[src/rtl/core/opstk_pkg.sv]
package opstk_pkg;

  localparam int DEPTH  = 64;
  localparam int PTR_W  = $clog2(DEPTH + 1);
  localparam int ADDR_W = $clog2(DEPTH);
  localparam int WORD_W = 64;
  localparam int OP_W   = 3;
  localparam int ST_W   = 2;
  localparam int DEP_W  = 7;

  localparam int IN_DATA_W  = 72;
  localparam int OUT_DATA_W = 80;

  localparam logic [OP_W-1:0] OP_PUSH  = 3'd0;
  localparam logic [OP_W-1:0] OP_POP   = 3'd1;
  localparam logic [OP_W-1:0] OP_PEEK  = 3'd2;
  localparam logic [OP_W-1:0] OP_DUP   = 3'd3;
  localparam logic [OP_W-1:0] OP_SWAP  = 3'd4;
  localparam logic [OP_W-1:0] OP_CLEAR = 3'd5;

  localparam logic [ST_W-1:0] ST_OK    = 2'd0;
  localparam logic [ST_W-1:0] ST_FULL  = 2'd1;
  localparam logic [ST_W-1:0] ST_EMPTY = 2'd2;

  // what one operation does to the store and pointer
  typedef struct packed {
    logic [ST_W-1:0]  status;
    logic [PTR_W-1:0] ptr_nxt;
    logic             push;
    logic             read_top;
    logic             take_value;
    logic             dup;
    logic             swap;
  } plan_t;

endpackage

[src/rtl/core/opstk_check.sv]
module opstk_check
  import opstk_pkg::*;
(
  input  logic [OP_W-1:0]  op,
  input  logic [PTR_W-1:0] ptr,
  output plan_t            plan
);

  logic is_full;
  logic is_empty;
  logic lt_two;

  assign is_full  = (ptr >= PTR_W'(DEPTH));
  assign is_empty = (ptr == '0);
  assign lt_two   = (ptr < PTR_W'(2));

  always_comb begin
    plan            = '0;
    plan.status     = ST_OK;
    plan.ptr_nxt    = ptr;
    case (op)
      OP_PUSH: begin
        if (is_full) begin
          plan.status = ST_FULL;
        end else begin
          plan.push    = 1'b1;
          plan.ptr_nxt = ptr + PTR_W'(1);
        end
      end
      OP_POP: begin
        if (is_empty) begin
          plan.status = ST_EMPTY;
        end else begin
          plan.read_top   = 1'b1;
          plan.take_value = 1'b1;
          plan.ptr_nxt    = ptr - PTR_W'(1);
        end
      end
      OP_PEEK: begin
        if (is_empty) begin
          plan.status = ST_EMPTY;
        end else begin
          plan.read_top   = 1'b1;
          plan.take_value = 1'b1;
        end
      end
      OP_DUP: begin
        // full wins over empty
        if (is_full) begin
          plan.status = ST_FULL;
        end else if (is_empty) begin
          plan.status = ST_EMPTY;
        end else begin
          plan.read_top = 1'b1;
          plan.dup      = 1'b1;
          plan.ptr_nxt  = ptr + PTR_W'(1);
        end
      end
      OP_SWAP: begin
        if (lt_two) begin
          plan.status = ST_EMPTY;
        end else begin
          plan.read_top = 1'b1;
          plan.swap     = 1'b1;
        end
      end
      OP_CLEAR: begin
        if (is_empty) begin
          plan.status = ST_EMPTY;
        end else begin
          plan.ptr_nxt = '0;
        end
      end
      default: begin
        plan.status = ST_OK;
      end
    endcase
  end

endmodule

[config.mk]
export PLATFORM = sky130hd
export DESIGN_NAME = opstk_check
export DESIGN_NICKNAME = d
export VERILOG_FILES = /design/src/rtl/core/opstk_pkg.sv /design/src/rtl/core/opstk_check.sv
export SDC_FILE = /design/constraint.sdc
export NUM_CORES = 1
export LEC_CHECK = 0
export BUFFER_PORTS_ARGS = -buffer_cell sky130_fd_sc_hd__clkbuf_2
export CAP_MARGIN = 20
export CORE_MARGIN = 4
export CORE_UTILIZATION = 44
export DETAILED_ROUTE_END_ITERATION = 12
export GPL_TIMING_DRIVEN = 0
export PLACE_DENSITY_LB_ADDON = 0.1
export SLEW_MARGIN = 20
export SYNTH_ARGS = -nofsm -noshare
export SYNTH_HDL_FRONTEND = slang
export SYNTH_SLANG_ARGS = --single-unit
[constraint.sdc]
create_clock -name vclk -period 2.04
set_clock_uncertainty 0.1 [all_clocks]
set_input_delay 0 -clock vclk [all_inputs]
set_output_delay 0 -clock vclk [all_outputs]
set_load 0.01 [all_outputs]
==> impl.org <==
** Cells and area
- Area growth from synthesis to final layout :: 21.52%
- The layout has 141 filler cells.
- Antenna cells :: 0
- The finished layout holds 132 standard cells, fillers aside.
- Cells with a size suffix above 1 make up 36.75% of the layout.
- Across the whole layout, storage elements account for 0 um2.
- Final Net Count :: 132
- Number of flip-flops and latches :: 0
- Clk_buf instances :: 0

** Placed design
- DP Wirelength :: 1437 um
- Routability-driven placement finished with a final weighted congestion of 0.7986.
- Number of cells after detailed placement :: 130
- Input and output buffers added on the ports amount to 19.

** Power
- Peak supply drop :: 0.1174 mV
- Power, Total :: 0.1675 mW
- Sequential cells burn 0% of the power.
- Pint :: 0.06835 mW
- Combinational group share of total power :: 100.0%
- Pwr per Cell Area :: 204.3 mW/mm2
- Of the total power, the clock network draws 0%.
- Net switching is 59.19% of the power.
- Total leakage power :: 0.3496 nW
- In this run the power spent charging and discharging nets is 0.09912 mW.

** Floorplanning
- Number of core rows :: 13
- The core region is 0.001366 mm2.
- DIE AREA :: 0.002223 mm2
- The die is 47.15 um wide.
- During I/O placement, the number of pins put on the boundary was 24.
- From bottom edge to top edge, the die measures 47.15 um.
- Once the floorplan was initialized, standard cells occupied 49.36% of the core.

** Routing
- First-pass detailed-route iteration total :: 4
- After detailed routing, the number of vias per cell comes to 6.333.
- Residual DRC :: 0
- Top routing layer in use :: met4
- The routed design uses 133 um of met3 wire.
- The first routing iteration left 36 violations.
- Drt wl/cell :: 14.12 um
- Routed met2 length :: 770 um
- After detailed routing, the wire length on met1 is 926 um.
- Overall routed net length :: 1864 um
- Count of vias placed by the detailed router :: 836
- Number of nets with antenna violations after detailed routing :: 0

** Critical path
- For the worst setup path, the data arrival time is 1870 ps.
- The critical path is of the input port to primary output type.
- Crit end category :: primary output
- Data required time of the worst path :: 1940 ps
- Crit-path max FO :: 10
- STA classifies the critical path startpoint as an input port.

** Yosys
- Number of nets produced by synthesis :: 109
- During synthesis, Yosys emitted a total of 0 warnings.
- Portion of the post-synthesis area used by sequential elements :: 0%
- The average instance in the mapped netlist occupies 7.025 um2.
- Number of unique standard cell types used by synthesis :: 46
- Number of cells produced by synthesis :: 96
- Synthesized cell area :: 674.4 um2

** Global routing
- The number of global-route vias before repair is 690.
- Global routing used 18.53% of the available tracks across all layers.
- First-pass GRT wire length :: 3167 um
- Antenna violations before repair :: 0
- Global routing finished with a remaining overflow of 0.
- Entering global routing, the biggest net connects 11 pins.

** Worst hold path
- The worst hold path belongs to the class input port to primary output.
- Endpoint, Worst Hold :: plan[10]
- The worst hold path was traced through 3 stages.
- Min-delay src :: ptr[5]

** STA
- Setup violations remaining at the end of the flow were counted as 0.
- Final critical-path share of the clock period :: 96.76%
- After routing, the total negative slack on setup checks comes to 0 ps.
- Headroom to the max-slew limit came out at 66.69%.
- The max-slew violation count came to 0.
- The final count of hold timing violations came to 0.
- Hold timing on the final database bottoms out at a slack of 248.8 ps.
- The clock period could shrink to 1974 ps.
- F_max :: 0.5066 GHz
- For the pin with the worst max-slew slack, the measured transition is 499.6 ps.
- Unrepaired setup endpoints after global routing :: false

** Job
- Across the run, the number of max-cap violations was 0.

** Outcome
- Run status :: completed
area by class of cell:
class / count / area [um2] / share of cell area [%]
repair buffers: 21 / 110.1 / 13.44
well taps: 15 / 18.77 / 2.290
multi-input cells: 78 / 606.8 / 74.05
plain buffers: 11 / 57.56 / 7.023
inverters: 7 / 26.28 / 3.206
cells in the final DEF (no fill, tap or decap), drive strengths merged:
master / Yosys / routed
clkbuf: 4 / 22
a32oi: 1 / 1
o21ai: 5 / 5
inv: 7 / 7
and4b: 2 / 2
nand2b: 4 / 4
a41o: 1 / 1
xnor2: 1 / 1
a21o: 2 / 2
nand4: 2 / 2
a31oi: 1 / 1
o221a: 1 / 1
xor2: 2 / 2
o31ai: 3 / 3
nor2: 4 / 4
a221oi: 4 / 4
nor2b: 2 / 2
a311oi: 2 / 2
o221ai: 1 / 1
nand3b: 2 / 2
buf: 7 / 10
mux2i: 1 / 1
o21bai: 1 / 1
nor3b: 1 / 1
and2: 1 / 1
nor4: 2 / 2
or3: 2 / 2
nand3: 3 / 3
nand2: 6 / 6
a211oi: 1 / 1
a22oi: 2 / 2
a21oi: 5 / 5
o2bb2ai: 1 / 1
or4: 1 / 1
nor3: 6 / 6
nor4b: 2 / 2
ha: 3 / 3
Yosys cell counts (all sizes together):
cell type	n	area, um2
o21bai	1	7.510
a22oi	2	20.02
mux2i	1	10.01
nand4	2	12.51
buf	7	41.29
a211oi	1	7.510
a311oi	2	30.03
nor2	4	15.01
and4b	2	20.02
o221a	1	11.26
nor4b	2	17.52
or3	2	12.51
nor2b	2	12.51
a21o	2	15.01
ha	3	37.54
a32oi	1	8.760
xnor2	1	8.760
o31ai	3	22.52
nor4	2	18.77
nand2	6	22.52
nor3	6	46.30
nand2b	4	32.53
xor2	2	17.52
a31oi	1	6.260
a21oi	5	25.02
o2bb2ai	1	15.01
and2	1	6.260
o21ai	5	28.77
inv	7	26.28
nand3	3	15.01
clkbuf	4	16.26
a221oi	4	35.03
nand3b	2	15.01
or4	1	11.26
nor3b	1	7.510
o221ai	1	8.760
a41o	1	10.01
logic make-up after synthesis:
kind of cell | synth area share [%]
buffers and inverters | 12.43
AO/OA/AOI/OAI | 37.29
AND/OR/NAND/NOR | 39.33
adder cells (fa/ha/maj) | 5.566
multiplexers | 1.484
XOR/XNOR | 3.897
per-stage QoR:
| step | area, um2 | worst slack, ps | util [%] |
|---|---|---|---|
| 6_report | 819.5 | 66.04 | 59.98 |
| 5_1_grt | 819.5 | 1.936 | 59.98 |
| 4_1_cts | 817.0 | 14.71 | 59.80 |
| 3_5_place_dp | 788.3 | -174.0 | 57.69 |
| 3_3_place_gp | 788.3 | -147.8 | 57.69 |
| 2_1_floorplan | 674.4 | 152.9 | - |
power by group through the flow:
stage / registers (mW) / logic, mW / clock network, mW
floorplan: 0 / 0.114 / 0
global placement: 0 / 0.159 / 0
detailed placement: 0 / 0.161 / 0
CTS: 0 / 0.166 / 0
global route: 0 / 0.185 / 0
finish: 0 / 0.167 / 0
worst max-delay path by stage:
stage,slack [ps],start,to
6_report,70,ptr[4],plan[5]
5_1_grt,2,ptr[4],plan[5]
4_1_cts,10,ptr[4],plan[5]
3_5_place_dp,-170,ptr[4],plan[5]
3_3_place_gp,-150,ptr[4],plan[5]
2_1_floorplan,150,ptr[4],plan[5]
worst max-delay path, cell delays in order:
cell and delay, ps:
clkbuf_2 100, buf_6 140, or4_4 510, nor3_4 150
ha_1 250, nand2b_4 140, a21o_1 160, o221a_2 130
o221ai_2 140, buf_2 150
repair_timing:
| action | CTS | global route |
|---|---|---|
| pin swaps | 3 | 1 |
| endpoints found under the setup margin | 1 | 1 |
| resized for setup | 2 | 2 |
| hold buffers | 0 | 0 |
| setup buffers | 2 | 0 |
layer usage:
layer	up-vias	GRT usage, %
li1	415	-
met1	378	29.50
met4	0	0
met5	-	0
met2	36	29.27
met3	7	0.3831
No activity file was read; power rests on OpenSTA's default activity.
